**config.mk**
```make
export PLATFORM = sky130hd
export DESIGN_NAME = cpr_queue
export DESIGN_NICKNAME = d
export VERILOG_FILES = /design/src/rtl/cpr_pkg.sv /design/src/rtl/cpr_queue.sv
export SDC_FILE = /design/constraint.sdc
export NUM_CORES = 1
export LEC_CHECK = 0
export ABC_CLOCK_PERIOD_IN_PS = 3800
export BUFFER_PORTS_ARGS = -buffer_cell sky130_fd_sc_hd__buf_2
export CAP_MARGIN = 10
export CORE_ASPECT_RATIO = 1.1
export CORE_MARGIN = 10
export CORE_UTILIZATION = 45
export DETAILED_ROUTE_END_ITERATION = 16
export PLACE_DENSITY = 0.7
export SETUP_SLACK_MARGIN = 0.3
export SYNTH_ARGS = -nofsm -noshare
export SYNTH_HDL_FRONTEND = slang
export SYNTH_SLANG_ARGS = --single-unit
```
**constraint.sdc**
```tcl
create_clock -name clk -period 3.8 [get_ports clk]
set_input_delay 1.14 -clock clk [delete_from_list [all_inputs] [get_ports clk]]
set_output_delay 1.14 -clock clk [all_outputs]
set_load 0.005 [all_outputs]
```
**src/rtl/cpr_pkg.sv**
```systemverilog
`timescale 1ns / 1ps
`default_nettype none

package cpr_pkg;

  // Frame store size in bytes and the address width that follows from it.
  localparam int FRAME_BYTES = 1048576;
  localparam int ADDR_W      = $clog2(FRAME_BYTES);

  // Byte offsets are computed as signed 32-bit values.
  localparam int OFF_W = 32;

  // Entries in the queue between the front and back parts.
  localparam int QUEUE_DEPTH = 2;
  localparam int QPTR_W      = (QUEUE_DEPTH > 1) ? $clog2(QUEUE_DEPTH) : 1;
  localparam int QCNT_W      = $clog2(QUEUE_DEPTH + 1);

  // Configuration register indexes.
  typedef enum logic [2:0] {
    CFG_PIXEL_DEPTH = 3'd0,
    CFG_RASTER_OP   = 3'd1,
    CFG_CLIP_LEFT   = 3'd2,
    CFG_CLIP_TOP    = 3'd3,
    CFG_CLIP_RIGHT  = 3'd4,
    CFG_CLIP_BOTTOM = 3'd5,
    CFG_LINE_PITCH  = 3'd6
  } cfg_idx_t;

  // Raster operation codes.
  typedef enum logic [1:0] {
    ROP_SET = 2'd0,
    ROP_XOR = 2'd1,
    ROP_OR  = 2'd2,
    ROP_AND = 2'd3
  } rop_t;

  // Pixel depth codes; the unused code behaves as 24bpp.
  typedef enum logic [1:0] {
    DEPTH_8  = 2'd0,
    DEPTH_16 = 2'd1,
    DEPTH_24 = 2'd2
  } depth_t;

  // Live configuration shared by the front and back parts.
  typedef struct packed {
    logic [1:0]         pixel_depth;
    logic [1:0]         raster_op;
    logic signed [15:0] clip_left;
    logic signed [15:0] clip_top;
    logic signed [15:0] clip_right;
    logic signed [15:0] clip_bottom;
    logic [13:0]        line_pitch;
  } cpr_cfg_t;

  // A classified access as it travels from the front to the back.
  typedef struct packed {
    logic              wr;
    logic              clipped;
    logic              oos;
    logic [1:0]        nbytes;
    logic [ADDR_W-1:0] addr;
    logic [23:0]       src;
  } cpr_item_t;

endpackage

`default_nettype wire

```
**src/rtl/cpr_queue.sv**
```systemverilog
`timescale 1ns / 1ps
`default_nettype none

module cpr_queue import cpr_pkg::*; (
  input  wire logic      clk,
  input  wire logic      rst,
  input  wire logic      push_valid,
  output logic           push_ready,
  input  wire cpr_item_t push_data,
  output logic           pop_valid,
  input  wire logic      pop_ready,
  output cpr_item_t      pop_data
);

  cpr_item_t         slots [QUEUE_DEPTH];
  logic [QPTR_W-1:0] wr_ptr;
  logic [QPTR_W-1:0] rd_ptr;
  logic [QCNT_W-1:0] count;
  logic              push;
  logic              pop;

  assign push_ready = (count != QCNT_W'(QUEUE_DEPTH));
  assign pop_valid  = (count != '0);
  assign push       = push_valid && push_ready;
  assign pop        = pop_valid && pop_ready;
  assign pop_data   = slots[rd_ptr];

  // Pointers wrap at the queue depth.
  always_ff @(posedge clk) begin
    if (rst) begin
      wr_ptr <= '0;
      rd_ptr <= '0;
      count  <= '0;
    end else begin
      if (push) begin
        wr_ptr <= (wr_ptr == QPTR_W'(QUEUE_DEPTH - 1)) ? '0 : wr_ptr + 1'b1;
      end
      if (pop) begin
        rd_ptr <= (rd_ptr == QPTR_W'(QUEUE_DEPTH - 1)) ? '0 : rd_ptr + 1'b1;
      end
      if (push && !pop) begin
        count <= count + 1'b1;
      end else if (pop && !push) begin
        count <= count - 1'b1;
      end
    end
  end

  always_ff @(posedge clk) begin
    if (push) begin
      slots[wr_ptr] <= push_data;
    end
  end

endmodule

`default_nettype wire

```
==> flow_summary_export.csv, run 1 <==
group,metric,value,unit
cells_and_area,fill_cells,661,
placed_design,hpwl,4990,µm
synth,synthDistinctLibCells,19,
cells_and_area,final-seq-area,3044,µm²
floorplan,floorplan.rows,34,
placed_design,place.gp.congestion,0.6995,
sta,unrepaired_setup_endpoints_after_global_routing,"false",
synth,mappedNetlistArea,3751,µm²
synth,cells_after_synth,176,
min_path,hold_path.class,"register to register",
sta,final_setup_violating_endpoints,0,
clock_tree,ctsHtreeMaxLevel,3,
synth,syn_nets,230,
grt,grt_first_pass_wirelength,10780,µm
setup_path,worstPathRequired,2660,ps
clock_tree,clk_transition_reported_paths,80,ps
sta,max_slew.worst_pin.slew,610.5,ps
clock_tree,post_cts_setup_repair_buffer_count,0,
synth,postSynthRegisterBits,103,
floorplan,core_area,7998,µm²
sta,clock_skew,9.493,ps
cells_and_area,share_of_post_route_cells_with_drive_strength_above_1,0.5966,
grt,grt_max_degree,29,
sta,min_period_over_period,0.7859,
synth,avgSynthCellArea,21.31,µm²
clock_tree,cts-root-to-sink-buffers,2,
floorplan,die_x,107.1,µm
sta,final.setup.tns,0,ps
setup_path,critical_path_peak_fanout,28,
drt,initialDrtViolationCount,66,
clock_tree,cts_tree,"done",
grt,grt_antenna_before_repair,0,
flow_run,count_of_maximum_capacitance_violations,0,
power_and_ir_drop,power.ir.vdd_worst,0.3702,mV
synth,synth-xor-area-share,0.007005,
cells_and_area,final_nets,344,
synth,synth_sequential_area_ratio,0.8112,
floorplan,io-pin-count,104,
drt,avgRoutedWirePerCell,17.70,µm
sta,max-slew-margin-rel,0.5930,
synth,synth-warning-count,0,
cells_and_area,diodes,0,
min_path,timing.hold.worst_path_depth,2,
sta,finalWorstPathRequiredPeriod,2987,ps
drt,route.detailed.drc,0,
sta,hold_viol,0,
drt,antenna_left,0,
sta,setup_ws,813.5,ps
sta,clock.fmax,0.3348,GHz
drt,vias_per_cell,4.784,
synth,simple_gate_fraction_of_synth_area,0.01334,
cells_and_area,syn2layout_area_growth,22.92,%
synth,synth_compound_gate_area_share,0.008005,
clock_tree,clock_latency,350,ps
setup_path,timing.critical_path.arrival,1850,ps
floorplan,start_util,0.4690,
power_and_ir_drop,leakagePower,1.718,nW
grt,first_global_vias,2172,
cells_and_area,multi_input_comb_area,671.9,µm²
clock_tree,cts_inserted_buffers,9,
setup_path,critical-path-max-stage-delay,700,ps
setup_path,setup.worst_path.start_class,"register",
placed_design,dpl_worst_slack,1145,ps
sta,timing.final.max_slew_violations,0,
grt,global_route.overflow_total,0,
drt,detailedRoute.firstPassIterationCount,4,
synth,post_synth_adder_cell_area,0.003336,
clock_tree,post_cts.resized_instances,0,
setup_path,endpoint_class_of_the_critical_path,"primary output",
clock_tree,clock-root-buffer,"sky130_fd_sc_hd__clkbuf_8",
synth,main_combinational_cell_family_by_area_after_synthesis,"multiplexers",
drt,wirelength,7133,µm
floorplan,die_area,12390,µm²
drt,route.vias.total,1928,
grt,grt_util_all_layers,0.1132,
placed_design,portBuffers,103,
power_and_ir_drop,power_density,608.0,nW/µm²
run_status,status,"complete, no violations",
clock_tree,clock-sinks,103,
setup_path,critical-path-slowest-cell,"sky130_fd_sc_hd__dfxtp_2",
floorplan,die-height,115.8,µm
synth,synth.mux.area_fraction,0.1471,
clock_tree,hold_buffers,0,
setup_path,r2r.worst_path.cells,3,
setup_path,critical_path_class,"register to primary output",
setup_path,worstPathCellList,"buf_12 -> mux2_2 -> buf_2",
placed cells by master (no fill, tap or decap), types with 2 or more instances in the layout:
cell and count:
sky130_fd_sc_hd__buf_2 103, sky130_fd_sc_hd__edfxtp_1 98, sky130_fd_sc_hd__mux2_2 49, sky130_fd_sc_hd__clkbuf_8 9, sky130_fd_sc_hd__dfxtp_1 4, sky130_fd_sc_hd__buf_4 4
sky130_fd_sc_hd__xor2_1 3, sky130_fd_sc_hd__nor2_1 3, sky130_fd_sc_hd__o21ai_0 2, sky130_fd_sc_hd__a21oi_1 2, sky130_fd_sc_hd__clkinvlp_4 2, sky130_fd_sc_hd__clkbuf_1 2
cell families (layout without fill, tap and decap cells):
logic type / count (synthesis) / after routing
AOI/OAI and AO/OA: 5 / 5
and+or+nand+nor: 9 / 9
xor gates and xnor gates: 3 / 3
DFF: 103 / 103
adders and majority gates: 1 / 1
muxes: 49 / 49
buffers and inverters: 6 / 125
final timing paths:
path,slack [ps],to,start
max,810,pop_data[29],register
min,520,register,rd_ptr$_SDFFE_PP0P_
max reg2reg,1850,slots[1][3]$_DFFE_PP_,count[0]$_SDFFE_PP0P_
min reg2reg,520,register,rd_ptr$_SDFFE_PP0P_
state kept, by name (all words and copies together), names as in the netlist, named ones only:
register / count
rd_ptr: 1
wr_ptr: 1
slots: 98
count: 2
area by class of cell:
| class | count | share of cell area |
|---|---|---|
| clock buffers | 11 | 0.02849 |
| clock inverters | 5 | 0.01275 |
| inverters | 1 | 0.0008141 |
| multi-input cells | 67 | 0.1457 |
| flip-flops and latches | 103 | 0.6602 |
| well taps | 108 | 0.02931 |
| repair buffers | 108 | 0.1227 |
critical path, delay by kind of cell, from the launching register on:
kind | cells | cell delay, ps
buffers and inverters | 2 | 400
muxes | 1 | 380
DFF | 1 | 700
power breakdown:
part	leakage [nW]	internal [mW]	switching (mW)
logic	0.671	0.357	0.306
registers	0.957	1.42	0.0721
clock network	0.0895	0.305	0.346
total	1.72	2.08	0.724
synthesized netlist by cell type:
cell,number,share of area
sky130_fd_sc_hd__a21bo_2,1,0.0027
sky130_fd_sc_hd__nand3b_1,1,0.0020
sky130_fd_sc_hd__buf_2,3,0.0040
sky130_fd_sc_hd__and3_1,1,0.0017
sky130_fd_sc_hd__nor2_1,3,0.0030
sky130_fd_sc_hd__inv_1,1,0.0010
sky130_fd_sc_hd__or3_1,1,0.0017
sky130_fd_sc_hd__xor2_1,3,0.0070
sky130_fd_sc_hd__and2_1,1,0.0017
sky130_fd_sc_hd__ha_1,1,0.0033
sky130_fd_sc_hd__or2_2,1,0.0017
sky130_fd_sc_hd__nand2b_1,1,0.0017
sky130_fd_sc_hd__buf_6,1,0.0030
sky130_fd_sc_hd__dfxtp_1,5,0.027
sky130_fd_sc_hd__mux2_2,49,0.15
sky130_fd_sc_hd__buf_4,1,0.0020
sky130_fd_sc_hd__a21oi_1,2,0.0027
sky130_fd_sc_hd__edfxtp_1,98,0.78
sky130_fd_sc_hd__o21ai_0,2,0.0027
per-stage QoR:
| step | power (mW) | util | std cells | instance area [µm²] | hold slack [ps] |
|---|---|---|---|---|---|
| 3_3_place_gp | 2.189 | 0.5527 | 387 | 4420 | 484.9 |
| 4_1_cts | 2.851 | 0.5765 | 403 | 4611 | 522.1 |
| 6_report | 2.804 | 0.5765 | 403 | 4611 | 520.5 |
| 2_1_floorplan | 1.893 | - | 176 | 3751 | 470.5 |
| 3_5_place_dp | 2.201 | 0.5527 | 387 | 4420 | 489.4 |
| 5_1_grt | 2.964 | 0.5765 | 403 | 4611 | 556.9 |
per-layer routing:
metal	vias up	track usage	wire length (µm)
met4	0	0.05149	126
met2	75	0.1883	3456
met1	929	0.1256	2947
met3	11	0.04498	603
li1	913	-	-
met5	-	0	0
(Power assumes the default switching activity.)
==> run 2, diff against run 1 <==
Settings changed: ABC_AREA set to 1, ABC_CLOCK_PERIOD_IN_PS 3800 to 3000.
Clock period 3.8 ns to 3 ns, I/O delays scaled along.
==> flow_summary_export.csv, run 2 <==
group,metric,value,unit
clock_tree,clock_latency,360,ps
power_and_ir_drop,power_density,748.0,nW/µm²
sta,clock.fmax,0.4151,GHz
sta,final_setup_violating_endpoints,0,
drt,route.detailed.drc,0,
drt,route.vias.total,1960,
synth,synth.top_cells.by_area,"sky130_fd_sc_hd__edfxtp_1, sky130_fd_sc_hd__mux2_2, sky130_fd_sc_hd__mux2_4",
drt,avgRoutedWirePerCell,16.21,µm
grt,grt_antenna_before_repair,0,
clock_tree,clock-sinks,103,
synth,synthDistinctLibCells,15,
clock_tree,ctsHtreeMaxLevel,3,
floorplan,io-pin-count,104,
synth,ys_dominant_reg_cell,"sky130_fd_sc_hd__edfxtp_1",
synth,syn_nets,243,
placed_design,placed_cells_incl_taps,402,
cells_and_area,flip_flop_count_of_the_largest_register_all_copies_and_words_added,98,
synth,synth_top_cells_by_count,"sky130_fd_sc_hd__edfxtp_1, sky130_fd_sc_hd__mux2_2, sky130_fd_sc_hd__mux2_4, sky130_fd_sc_hd__nand2_1, sky130_fd_sc_hd__inv_1",
synth,synth_sequential_area_ratio,0.7966,
synth,mappedNetlistArea,3820,µm²
sta,hold_viol,0,
floorplan,die_x,107.8,µm
drt,antenna_left,0,
synth,yosysTopAreaCell,"sky130_fd_sc_hd__edfxtp_1",
clock_tree,cts_tree,"done",
synth,cells_after_synth,189,
clock_tree,hold_buffers,0,
sta,final.setup.tns,0,ps
drt,wirelength,6775,µm
cells_and_area,layout.cell_area.non_filler,4700,µm²
cells_and_area,finish.cell_count_without_fillers,418,
grt,grt_util_all_layers,0.1085,
synth,postSynthRegisterBits,103,
clock_tree,post_cts.resized_instances,0,
grt,global_route.overflow_total,0,
cells_and_area,final_nets,356,
grt,grt_max_degree,50,
synth,async_flop_share,0,
grt,first_global_vias,2164,
cells_and_area,syn2layout_area_growth,23.03,%
sta,clock_skew,12.69,ps
setup_path,timing.critical_path.arrival,1510,ps
placed_design,place.gp.congestion,0.6696,
drt,detailedRoute.firstPassIterationCount,6,
clock_tree,post_cts_setup_repair_buffer_count,0,
sta,timing.final.max_slew_violations,0,
power_and_ir_drop,leakagePower,1.783,nW
floorplan,floorplan.rows,35,
clock_tree,cts_inserted_buffers,9,
min_path,hold_path.class,"register to register",
cells_and_area,diodes,0,
setup_path,critical_path_class,"register to primary output",
placed_design,portBuffers,103,
cells_and_area,layout.cells.most_common,"sky130_fd_sc_hd__buf_2",
synth,synth_top_area_frac,0.7704,
cells_and_area,share_of_post_route_cells_with_drive_strength_above_1,0.5700,
synth,synth-warning-count,0,
synth,yosys.cell_count.top_type,"sky130_fd_sc_hd__edfxtp_1",
power_and_ir_drop,total_power,3.515,mW
floorplan,die_area,12580,µm²
cells_and_area,commonest_cells_after_routing_fill_and_taps_aside,"sky130_fd_sc_hd__buf_2, sky130_fd_sc_hd__edfxtp_1, sky130_fd_sc_hd__mux2_2",
setup_path,critical-path-max-stage-delay,380,ps
setup_path,endpoint_class_of_the_critical_path,"primary output",
power_and_ir_drop,power.ir.vdd_worst,0.5192,mV
clock_tree,cts-root-to-sink-buffers,2,
cells_and_area,layout_top_registers,"slots (98), count (2)",
setup_path,critical-path-slowest-cell,"sky130_fd_sc_hd__mux2_2",
placed_design,hpwl,4756,µm
floorplan,core_area,8320,µm²
sta,finalWorstPathRequiredPeriod,2409,ps
sta,min_period_over_period,0.8030,
flow_run,count_of_maximum_capacitance_violations,0,
setup_path,setup.worst_path.start_class,"register",
grt,grt_first_pass_wirelength,10470,µm
drt,initialDrtViolationCount,47,
setup_path,worstPathCellList,"buf_12 -> mux2_2 -> buf_2",
setup_path,critical_path_peak_fanout,49,
synth,synth-edff-count,98,
sta,unrepaired_setup_endpoints_after_global_routing,"false",
cells_and_area,final_util,0.5648,
floorplan,start_util,0.4591,
clock_tree,clock-root-buffer,"sky130_fd_sc_hd__clkbuf_8",
sta,max-slew-margin-rel,0.6004,
synth,avgSynthCellArea,20.21,µm²
run_status,status,"complete, no violations",
cells_and_area,max_flop_register,"slots",
sta,max_slew.worst_pin.slew,597.9,ps
drt,vias_per_cell,4.689,
setup_path,worstPathRequired,2100,ps
clock_tree,clk_transition_reported_paths,90,ps
placed_design,placement.cell_area,4522,µm²
floorplan,die-height,116.6,µm
## run 2: cell types whose count changed after synthesis, sizes merged
| cell | change |
|---|---|
| a21bo | -1 |
| and2 | -1 |
| and3 | -1 |
| inv | +7 |
| nand2 | +9 |
| nand2b | -1 |
| nand3 | +2 |
| nand3b | -1 |
| nand4 | +1 |
| nor2 | +4 |
| or2 | -1 |
| or3 | -1 |
| xor2 | -3 |
## run 2: final timing paths
kind,startpoint,cells after the start,slack (ps),endpoint
max,register,3,590,pop_data[28]
max reg2reg,count[0]$_SDFFE_PP0P_,5,1240,slots[1][31]$_DFFE_PP_
min reg2reg,rd_ptr$_SDFFE_PP0P_,2,500,register
min,rd_ptr$_SDFFE_PP0P_,2,500,register
## run 2: report_power, final
part / switching (mW) / internal [mW] / leakage (nW)
Combinational: 0.436 / 0.444 / 0.745
Sequential: 0.0510 / 1.81 / 0.956
Clock: 0.461 / 0.309 / 0.0827
Total: 0.948 / 2.57 / 1.78
## run 2: final cells by class
| cell class | count | area, µm² |
|---|---|---|
| fillers | 684 | 3621 |
| flip-flops and latches | 103 | 3044 |
| multi-input cells | 73 | 713.2 |
| repair buffers | 107 | 595.6 |
| well taps | 111 | 138.9 |
| clock buffers | 9 | 123.9 |
| clock inverters | 7 | 53.80 |
| inverters | 8 | 30.03 |
## run 2: cell families after synthesis
kind of cell | Yosys count | share of synthesized area
AOI/OAI and AO/OA | 4 | 0.005241
adders and majority gates | 1 | 0.003275
buffers and inverters | 13 | 0.02063
DFF | 103 | 0.7966
muxes | 49 | 0.1543
and+or+nand+nor | 19 | 0.01998
## run 2: worst max-delay path: cells and delay by family (launching register included)
kind	cells	cell delay [ps]
buffers and inverters	2	400
muxes	1	380
DFF	1	350
## run 2: metal layers
layer	share of wire	track usage	vias up	wire, µm
met5	0	0	-	0
met4	0.014	0.04545	0	92
met3	0.084	0.04746	8	568
met2	0.51	0.1924	67	3487
met1	0.39	0.1085	934	2627
li1	-	-	951	-
## run 2: stage by stage
stage	hold WS [ps]	worst slack (ps)
final	499.8	590.9
after global routing	566.6	521.1
after CTS	509.7	561.3
after detailed placement	485.5	775.4
after global placement	480.8	778.5
after floorplan	464.5	-501.7
