File: src/rtl/cpr_pkg.sv
`timescale 1ns / 1ps
`default_nettype none

package cpr_pkg;

  // Frame store size in bytes and the address width that follows from it.
  localparam int FRAME_BYTES = 1048576;
  localparam int ADDR_W      = $clog2(FRAME_BYTES);

  // Byte offsets are computed as signed 32-bit values.
  localparam int OFF_W = 32;

  // Entries in the queue between the front and back parts.
  localparam int QUEUE_DEPTH = 2;
  localparam int QPTR_W      = (QUEUE_DEPTH > 1) ? $clog2(QUEUE_DEPTH) : 1;
  localparam int QCNT_W      = $clog2(QUEUE_DEPTH + 1);

  // Configuration register indexes.
  typedef enum logic [2:0] {
    CFG_PIXEL_DEPTH = 3'd0,
    CFG_RASTER_OP   = 3'd1,
    CFG_CLIP_LEFT   = 3'd2,
    CFG_CLIP_TOP    = 3'd3,
    CFG_CLIP_RIGHT  = 3'd4,
    CFG_CLIP_BOTTOM = 3'd5,
    CFG_LINE_PITCH  = 3'd6
  } cfg_idx_t;

  // Raster operation codes.
  typedef enum logic [1:0] {
    ROP_SET = 2'd0,
    ROP_XOR = 2'd1,
    ROP_OR  = 2'd2,
    ROP_AND = 2'd3
  } rop_t;

  // Pixel depth codes; the unused code behaves as 24bpp.
  typedef enum logic [1:0] {
    DEPTH_8  = 2'd0,
    DEPTH_16 = 2'd1,
    DEPTH_24 = 2'd2
  } depth_t;

  // Live configuration shared by the front and back parts.
  typedef struct packed {
    logic [1:0]         pixel_depth;
    logic [1:0]         raster_op;
    logic signed [15:0] clip_left;
    logic signed [15:0] clip_top;
    logic signed [15:0] clip_right;
    logic signed [15:0] clip_bottom;
    logic [13:0]        line_pitch;
  } cpr_cfg_t;

  // A classified access as it travels from the front to the back.
  typedef struct packed {
    logic              wr;
    logic              clipped;
    logic              oos;
    logic [1:0]        nbytes;
    logic [ADDR_W-1:0] addr;
    logic [23:0]       src;
  } cpr_item_t;

endpackage

`default_nettype wire

File: src/rtl/cpr_front.sv
`timescale 1ns / 1ps
`default_nettype none

module cpr_front import cpr_pkg::*; (
  input  wire logic        clk,
  input  wire logic        rst,
  input  wire cpr_cfg_t    cfg,
  input  wire logic        in_valid,
  output logic             in_ready,
  input  wire logic        in_wr,
  input  wire logic [15:0] in_x,
  input  wire logic [15:0] in_y,
  input  wire logic [23:0] in_color,
  output logic             push_valid,
  input  wire logic        push_ready,
  output cpr_item_t        push_data
);

  logic signed [15:0] x_s;
  logic signed [15:0] y_s;
  logic signed [14:0] pitch_s;
  logic signed [17:0] x18;
  logic signed [30:0] prod_next;
  logic signed [17:0] xs_next;
  logic [1:0]         nbytes_next;
  logic [23:0]        src_next;
  logic               clip_next;
  logic               advance;

  // Stage one registers.
  logic               s1_valid;
  logic               s1_wr;
  logic               s1_clipped;
  logic signed [30:0] s1_prod;
  logic signed [17:0] s1_xs;
  logic [1:0]         s1_nbytes;
  logic [23:0]        s1_src;

  // Stage two: offset and store range check.
  logic signed [OFF_W-1:0] off;
  logic signed [OFF_W-1:0] limit;
  logic                    oos;

  assign x_s     = $signed(in_x);
  assign y_s     = $signed(in_y);
  assign pitch_s = $signed({1'b0, cfg.line_pitch});
  assign x18     = {{2{x_s[15]}}, x_s};

  // Clip test against the inclusive rectangle.
  assign clip_next = (x_s < cfg.clip_left) || (x_s > cfg.clip_right) ||
                     (y_s < cfg.clip_top)  || (y_s > cfg.clip_bottom);

  // Row term on the multiplier; column term by shift and add.
  assign prod_next = y_s * pitch_s;

  always_comb begin
    unique case (cfg.pixel_depth)
      DEPTH_8: begin
        nbytes_next = 2'd1;
        xs_next     = x18;
      end
      DEPTH_16: begin
        nbytes_next = 2'd2;
        xs_next     = x18 <<< 1;
      end
      default: begin
        nbytes_next = 2'd3;
        xs_next     = x18 + (x18 <<< 1);
      end
    endcase
  end

  // 24bpp writes go to the store high byte first.
  assign src_next = (nbytes_next == 2'd3) ?
                    {in_color[7:0], in_color[15:8], in_color[23:16]} :
                    {8'h00, in_color[15:0]};

  assign advance  = !s1_valid || push_ready;
  assign in_ready = advance;

  always_ff @(posedge clk) begin
    if (rst) begin
      s1_valid <= 1'b0;
    end else if (advance) begin
      s1_valid <= in_valid;
    end
  end

  always_ff @(posedge clk) begin
    if (advance && in_valid) begin
      s1_wr      <= in_wr;
      s1_clipped <= clip_next;
      s1_prod    <= prod_next;
      s1_xs      <= xs_next;
      s1_nbytes  <= nbytes_next;
      s1_src     <= src_next;
    end
  end

  assign off   = {{(OFF_W - 31){s1_prod[30]}}, s1_prod} +
                 {{(OFF_W - 18){s1_xs[17]}}, s1_xs};
  assign limit = $signed(OFF_W'(FRAME_BYTES)) - $signed(OFF_W'(s1_nbytes));
  assign oos   = !s1_clipped && ((off < 0) || (off > limit));

  assign push_valid        = s1_valid;
  assign push_data.wr      = s1_wr;
  assign push_data.clipped = s1_clipped;
  assign push_data.oos     = oos;
  assign push_data.nbytes  = s1_nbytes;
  assign push_data.addr    = off[ADDR_W-1:0];
  assign push_data.src     = s1_src;

endmodule

`default_nettype wire

File: config.mk
export PLATFORM = sky130hd
export DESIGN_NAME = cpr_front
export DESIGN_NICKNAME = d
export VERILOG_FILES = /design/src/rtl/cpr_pkg.sv /design/src/rtl/cpr_front.sv
export SDC_FILE = /design/constraint.sdc
export NUM_CORES = 1
export LEC_CHECK = 0
export ABC_CLOCK_PERIOD_IN_PS = 17000
export BUFFER_PORTS_ARGS = -buffer_cell sky130_fd_sc_hd__buf_2
export CORE_ASPECT_RATIO = 0.7
export CORE_UTILIZATION = 55
export CTS_CLUSTER_DIAMETER = 80
export DETAILED_ROUTE_END_ITERATION = 10
export GPL_TIMING_DRIVEN = 1
export PLACE_DENSITY_LB_ADDON = 0.15
export RECOVER_POWER = 100
export SETUP_SLACK_MARGIN = 0.02
export SLEW_MARGIN = 10
export SYNTH_ARGS = -nofsm -noshare
export SYNTH_HDL_FRONTEND = slang
export SYNTH_SLANG_ARGS = --single-unit
File: constraint.sdc
create_clock -name clk -period 17 [get_ports clk]
set_input_delay 2.55 -clock clk [delete_from_list [all_inputs] [get_ports clk]]
set_output_delay 2.55 -clock clk [all_outputs]
set_load 0.01 [all_outputs]
==> impl_metrics.py, run 1 <==
metrics = {
    "logic_synthesis": {
        "synth.top_cell.area_share_pct": 28.15,
        "syn_area_sq_mm": 0.01565,
        "synth-main-ff-cell": "edfxtp_1",
        "synth_top_area_cell": "fa_1",
        "synth_nets": 2260,
        "yosysSeqAreaShare_pct": 14.90,
        "avgSynthCellArea_sq_um": 9.248,
        "synth_edf_count": 77,
        "ys_ff_latch": 78,
        "synth_area_leaders": "fa_1 (28%), ha_1 (16%), edfxtp_1 (15%), inv_1 (9.2%), and2_1 (6.2%)",
        "postSynth.asyncResetShare_pct": 0,
        "synth_cells": 1692,
        "ys_warn_count": 0,
        "yosysUniqueCellTypes": 61,
    },
    "drt": {
        "drt_wl_total_mm": 34.95,
        "postRouteAntennaNets": 0,
        "post_drt_wl_per_cell_um": 15.71,
        "num_vias": 11781,
        "drt_iter0_markers": 670,
        "vias_per_cell": 5.295,
        "dr.pass1.iters": 5,
        "drc": 0,
    },
    "clock_network": {
        "cts_buffer_depth": 2,
        "cts_resized": 0,
        "numCtsBuffers": 9,
        "cts_setup_buffers": 0,
        "cts_tree": "built",
        "cts_hold_buf": 0,
        "clk_latency_ns": 0.33,
        "cts_sinks": 78,
        "htreeDepth": 3,
        "clk_pin_slew_ns": 0.06,
        "root_buffer": "clkbuf_16",
    },
    "worst_setup_path": {
        "setup.worst_path.class": "primary input to register",
        "critPathMaxFanout": 16,
        "startpoint_type": "primary input",
        "end_kind": "register",
        "arrival_ns": 9.21,
        "critPathRequiredTime_ns": 17.08,
    },
    "grt": {
        "overflow": 0,
        "grtUsageTotal_pct": 25.21,
        "antenna_found_initial": 0,
        "grt_pass1_wl_mm": 59.06,
        "grt_max_degree": 78,
        "grt_pass1_vias": 11858,
    },
    "placed_design": {
        "pre_cts_ws_ns": 7.739,
        "io_buffer_count": 191,
        "place_congestion": 0.8640,
        "hpwl_mm": 29.20,
    },
    "final_layout": {
        "multiInputGateArea_sq_mm": 0.01169,
        "layout-drive-gt1-share_pct": 9.331,
        "antenna_cells": 0,
        "fill_cells": 2442,
        "final-seq-area_sq_mm": 0.002332,
        "area_growth_pct": 9.180,
        "fin_nets": 2417,
    },
    "power": {
        "ir_drop_v": 0.0002219,
        "p_per_area_mw_per_mm2": 218.6,
        "leakage_nw": 8.822,
    },
    "sta": {
        "fin_ws_ns": 7.876,
        "fmax_mhz": 109.6,
        "post-route-min-period_ns": 9.124,
        "hold_viol_final": 0,
        "worstMarginPinSlew_ns": 4.645,
        "setup_tns_ns": 0,
        "relSlewSlack_pct": -209.7,
        "fin_crit_sh_pct": 53.67,
        "fin_skew_ns": 0.007098,
        "rsz0062_at_grt": "no",
        "slew_viol_final": 130,
        "setup_viol": 0,
    },
    "floorplanning": {
        "dieHeight_um": 143.1,
        "rows": 51,
        "coreArea_sq_mm": 0.02789,
        "io_pins": 194,
        "start_util_pct": 56.11,
        "die_w_um": 203.6,
        "dieArea_sq_mm": 0.02914,
    },
    "status": {
        "failed_checks": "capacitance limit, slew limit",
        "outcome": "finished with violations",
    },
    "worst_hold_path": {
        "hp-class": "register to register",
    },
    "flow_run": {
        "drv.max_cap_violation_count": 2,
    },
}
## cell families (layout without fill, tap and decap cells)
| family | count (synthesis) | in the layout | synth area share [%] |
|---|---|---|---|
| DFF | 78 | 78 | 14.90 |
| AOI/OAI and AO/OA | 272 | 272 | 11.63 |
| buffers and inverters | 429 | 591 | 10.36 |
| xor gates and xnor gates | 62 | 62 | 3.470 |
| adders and majority gates | 425 | 425 | 44.54 |
| and+or+nand+nor | 404 | 404 | 13.61 |
| muxes | 22 | 22 | 1.479 |
## worst max-delay path: stages
cell,delay (ns)
clkbuf_1,0.34
and2_0,0.33
fa_1,0.54
inv_1,0.05
fa_1,0.52
inv_1,0.05
fa_1,0.49
inv_1,0.05
fa_1,0.48
inv_1,0.06
fa_1,0.54
inv_1,0.06
fa_1,0.54
inv_1,0.05
ha_1,0.36
inv_1,0.12
a211o_1,0.12
a41oi_1,0.13
o21ai_0,0.27
a21oi_1,0.18
a2111oi_0,0.49
nor2_1,0.13
a311oi_1,0.44
a22oi_1,0.15
xor2_1,0.16
## sequential cells by signal (all words and copies together) (netlist names)
name	flops
s1_clipped	1
s1_xs	18
push_valid	1
s1_prod	31
s1_nbytes	2
s1_wr	1
s1_src	24
## layer usage
| metal | global-route usage, % | share of wire (%) | wire length, um |
|---|---|---|---|
| met1 | 37.94 | 51 | 17940 |
| met2 | 40.11 | 43 | 14990 |
| met3 | 2.853 | 5.2 | 1816 |
| met4 | 2.889 | 0.59 | 205 |
| met5 | 0 | 0 | 0 |
## cell usage in the layout (no fill, tap or decap), types with 6 or more instances in the layout
cell	instances
inv_1	384
fa_1	220
ha_1	205
and2_1	145
buf_2	138
nand2_1	121
edfxtp_1	77
a21oi_1	71
clkbuf_1	53
o21ai_0	50
a21o_1	47
xnor2_1	41
nor2_1	35
nand4_1	21
xor2_1	21
o21a_1	19
a211oi_1	19
nand3_1	18
mux2i_1	13
nor2b_1	12
and2_0	11
nand2b_1	10
mux2_2	9
clkbuf_16	9
and3_1	8
a31oi_1	8
a211o_1	6
nor3_1	6
## synth_stat cells, types with 3 or more instances
cell type / instances
a211o_1: 6
edfxtp_1: 77
mux2_2: 9
nand3b_1: 5
a2111oi_0: 4
buf_1: 3
buf_4: 3
o41a_1: 3
fa_1: 220
and3_1: 8
or2_2: 5
nand2_1: 121
o211ai_1: 5
ha_1: 205
a21o_1: 47
o21ai_0: 50
nand4_1: 21
o21a_1: 19
o21bai_1: 5
xnor2_1: 41
nor2_1: 35
mux2i_1: 13
a211oi_1: 19
xor2_1: 21
a31oi_1: 8
o2111ai_1: 3
inv_1: 384
nand2b_1: 10
a21oi_1: 70
nand3_1: 18
nor2b_1: 12
and2_1: 156
nor3_1: 6
clkbuf_1: 39
## path summary, 6_finish.rpt
check | from | to | slack, ns | depth (start not counted)
worst max register to register | push_valid$_SDFFE_PP0N_ | s1_prod[27]$_DFFE_PP_ | 12.71 | 2
worst min-delay path | push_valid$_SDFFE_PP0N_ | push_valid$_SDFFE_PP0N_ | 0.51 | 2
worst min register to register | push_valid$_SDFFE_PP0N_ | push_valid$_SDFFE_PP0N_ | 0.51 | 2
worst max-delay path | in_y[5] | s1_prod[29]$_DFFE_PP_ | 7.88 | 25
## per-stage QoR
step | std cells | total power, mW | util [%] | instance area, sq um | hold WS (ns)
3_3_place_gp | 2209 | 3.504 | 60.57 | 16890 | 0.4955
6_report | 2225 | 3.735 | 61.26 | 17080 | 0.5138
2_1_floorplan | 1692 | 2.866 | - | 15650 | 0.5930
3_5_place_dp | 2209 | 3.563 | 60.57 | 16890 | 0.5151
5_1_grt | 2225 | 4.190 | 61.26 | 17080 | 0.5620
4_1_cts | 2225 | 3.753 | 61.54 | 17160 | 0.5256
## layout make-up
class	instances	share of cell area [%]
repair buffers	191	5.207
multi-input cells	1185	68.40
well taps	371	2.717
clock buffers	9	1.318
clock inverters	7	0.2710
inverters	384	8.437
flip-flops and latches	78	13.65
## power breakdown
| group | leakage [nW] | total [mW] | switching [mW] | internal (mW) |
|---|---|---|---|---|
| sequential | 0.754 | 0.432 | 0.0199 | 0.412 |
| clock | 0.130 | 0.174 | 0.0752 | 0.0986 |
| combinational | 7.94 | 3.13 | 1.78 | 1.35 |
| total | 8.82 | 3.74 | 1.88 | 1.86 |
Note: power is estimated with default switching activity, not from simulation.
==> run 2: changes to the inputs <==
ABC_AREA = 1   (was not set)
ABC_CLOCK_PERIOD_IN_PS = 8250   (was 17000)
clock period = 8.25 ns   (was 17 ns; I/O delays follow)
==> impl_metrics.py, run 2 <==
metrics = {
    "status": {
        "outcome": "finished with violations",
        "failed_checks": "capacitance limit, slew limit",
    },
    "clock_network": {
        "cts_hold_buf": 0,
        "clk_latency_ns": 0.35,
        "root_buffer": "clkbuf_16",
        "cts_sinks": 78,
        "htreeDepth": 3,
        "cts_tree": "built",
        "cts_resized": 0,
        "cts_setup_buffers": 0,
        "clk_pin_slew_ns": 0.06,
        "cts_buffer_depth": 2,
        "numCtsBuffers": 9,
    },
    "drt": {
        "drt_iter0_markers": 904,
        "drc": 0,
        "num_vias": 13923,
        "postRouteAntennaNets": 0,
        "vias_per_cell": 5.226,
        "post_drt_wl_per_cell_um": 15.95,
        "dr.pass1.iters": 5,
        "drt_wl_total_mm": 42.50,
    },
    "sta": {
        "post-route-min-period_ns": 7.205,
        "hold_viol_final": 0,
        "rsz0062_at_grt": "no",
        "setup_viol": 0,
        "setup_tns_ns": 0,
        "fin_skew_ns": 0.01174,
        "fmax_mhz": 138.8,
        "slew_viol_final": 80,
        "fin_crit_sh_pct": 87.33,
        "worstMarginPinSlew_ns": 2.847,
        "relSlewSlack_pct": -89.78,
    },
    "final_layout": {
        "layout-drive-gt1-share_pct": 8.005,
        "area_growth_pct": 8.822,
        "largest_reg_flops": 31,
        "fin_util_pct": 61.32,
        "reg_top3": "s1_prod x31, s1_src x24, s1_xs x18",
        "mostFrequentLayoutCells": "inv_1 (595), nand2_1 (500), fa_1 (220), ha_1 (205), buf_2 (137)",
        "mostFrequentLayoutCell": "inv_1",
        "antenna_cells": 0,
        "fin_nets": 2849,
        "fill_cells": 2672,
        "largest-register": "s1_prod",
        "final-seq-area_sq_mm": 0.002332,
        "fin_cells": 2664,
        "multiInputGateArea_sq_mm": 0.01160,
    },
    "logic_synthesis": {
        "synth_area_leaders": "fa_1 (27%), ha_1 (16%), edfxtp_1 (14%), inv_1 (14%), nand2_1 (11%)",
        "synth-main-ff-cell": "edfxtp_1",
        "avgSynthCellArea_sq_um": 7.721,
        "syn_area_sq_mm": 0.01642,
        "synth_top_area_cell": "fa_1",
        "synth_cells": 2127,
        "yosysUniqueCellTypes": 49,
        "synth.top_cell.area_share_pct": 26.82,
        "synth_edf_count": 77,
        "yosysSeqAreaShare_pct": 14.20,
        "ys_ff_latch": 78,
        "synthMostInstantiatedCell": "inv_1",
        "synth_nets": 2695,
        "ys_warn_count": 0,
        "postSynth.asyncResetShare_pct": 0,
        "synth.top_cells.by_count": "inv_1 (595), nand2_1 (499), fa_1 (220), ha_1 (205), a21oi_1 (125)",
    },
    "flow_run": {
        "drv.max_cap_violation_count": 2,
    },
    "grt": {
        "grt_pass1_vias": 13948,
        "overflow": 0,
        "grtUsageTotal_pct": 29.18,
        "grt_pass1_wl_mm": 70.30,
        "grt_max_degree": 55,
        "antenna_found_initial": 0,
    },
    "floorplanning": {
        "rows": 52,
        "io_pins": 194,
        "die_w_um": 208.5,
        "start_util_pct": 56.34,
        "dieArea_sq_mm": 0.03057,
        "coreArea_sq_mm": 0.02915,
        "dieHeight_um": 146.6,
    },
    "placed_design": {
        "io_buffer_count": 191,
        "place_congestion": 0.9354,
        "place_inst": 2648,
        "hpwl_mm": 36.30,
    },
    "worst_setup_path": {
        "critPathRequiredTime_ns": 8.34,
        "arrival_ns": 7.29,
        "critPathMaxFanout": 11,
        "startpoint_type": "primary input",
        "setup.worst_path.class": "primary input to register",
        "end_kind": "register",
    },
    "power": {
        "leakage_nw": 10.37,
        "p_per_area_mw_per_mm2": 456.9,
        "ir_drop_v": 0.0004938,
    },
    "worst_hold_path": {
        "hp-class": "register to register",
    },
}
==> run 2: logic make-up (layout without fill, tap and decap cells) <==
| family | count (synthesis) | in the layout | synth area share [%] |
|---|---|---|---|
| flops | 78 | 78 | 14.20 |
| xor+xnor | 61 | 61 | 3.253 |
| fa+ha+maj | 425 | 425 | 42.43 |
| compound gates | 236 | 236 | 8.335 |
| simple gates | 672 | 672 | 16.74 |
| buf+inv | 655 | 814 | 15.04 |
==> run 2: layout make-up <==
type                            instances  area share, %
Multi-Input combinational cell       1394          64.92
Sequential cell                        78          13.05
Inverter                              601          12.62
Timing Repair Buffer                  197          5.181
Tap cell                              378          2.646
Clock buffer                            9          1.260
Clock inverter                          7         0.3220
==> run 2: per-layer routing <==
| metal | track usage (%) | vias up | share of wire (%) |
|---|---|---|---|
| met2 | 43.23 | 466 | 41 |
| met4 | 4.007 | 0 | 0.96 |
| li1 | - | 6759 | - |
| met1 | 45.09 | 6660 | 50 |
| met5 | 0 | - | 0 |
| met3 | 5.507 | 38 | 7.8 |
==> run 2: final timing paths <==
path         slack, ns                       to  cells past startpoint                    start
max reg2reg       3.60       s1_xs[0]$_DFFE_PP_                      2  push_valid$_SDFFE_PP0N_
min               0.52  push_valid$_SDFFE_PP0N_                      2  push_valid$_SDFFE_PP0N_
max               1.05    s1_prod[24]$_DFFE_PP_                     22                   cfg[5]
min reg2reg       0.52  push_valid$_SDFFE_PP0N_                      2  push_valid$_SDFFE_PP0N_
==> run 2: critical path, stage by stage <==
cell and delay, ns:
clkbuf_1 0.37, clkbuf_1 0.55, nand2_1 0.17, fa_1 0.53
fa_1 0.54, inv_1 0.05, fa_1 0.50, inv_1 0.05
fa_1 0.46, fa_1 0.53, fa_1 0.56, inv_1 0.05
ha_1 0.36, nand2_1 0.10, nor2_1 0.05, a211oi_1 0.36
o21bai_1 0.14, a21oi_1 0.28, o21bai_2 0.11, nand2_1 0.06
nand2_1 0.06, xor2_1 0.16
==> run 2: stage by stage <==
step | power, mW | worst slack, ns | cell area, sq um | hold slack, ns
5_1_grt | 9.216 | 0.6408 | 17870 | 0.5417
3_3_place_gp | 7.697 | 0.9588 | 17690 | 0.5081
4_1_cts | 8.241 | 1.260 | 17980 | 0.5566
3_5_place_dp | 7.825 | 0.9184 | 17690 | 0.5443
2_1_floorplan | 6.137 | 1.382 | 16420 | 0.5770
6_report | 8.166 | 1.045 | 17870 | 0.5156
==> run 2: where the power goes <==
part	internal, mW	leakage (nW)	switching (mW)	total (mW)
sequential	0.859	0.756	0.0465	0.905
clock	0.208	0.134	0.177	0.385
combinational	2.62	9.48	4.26	6.88
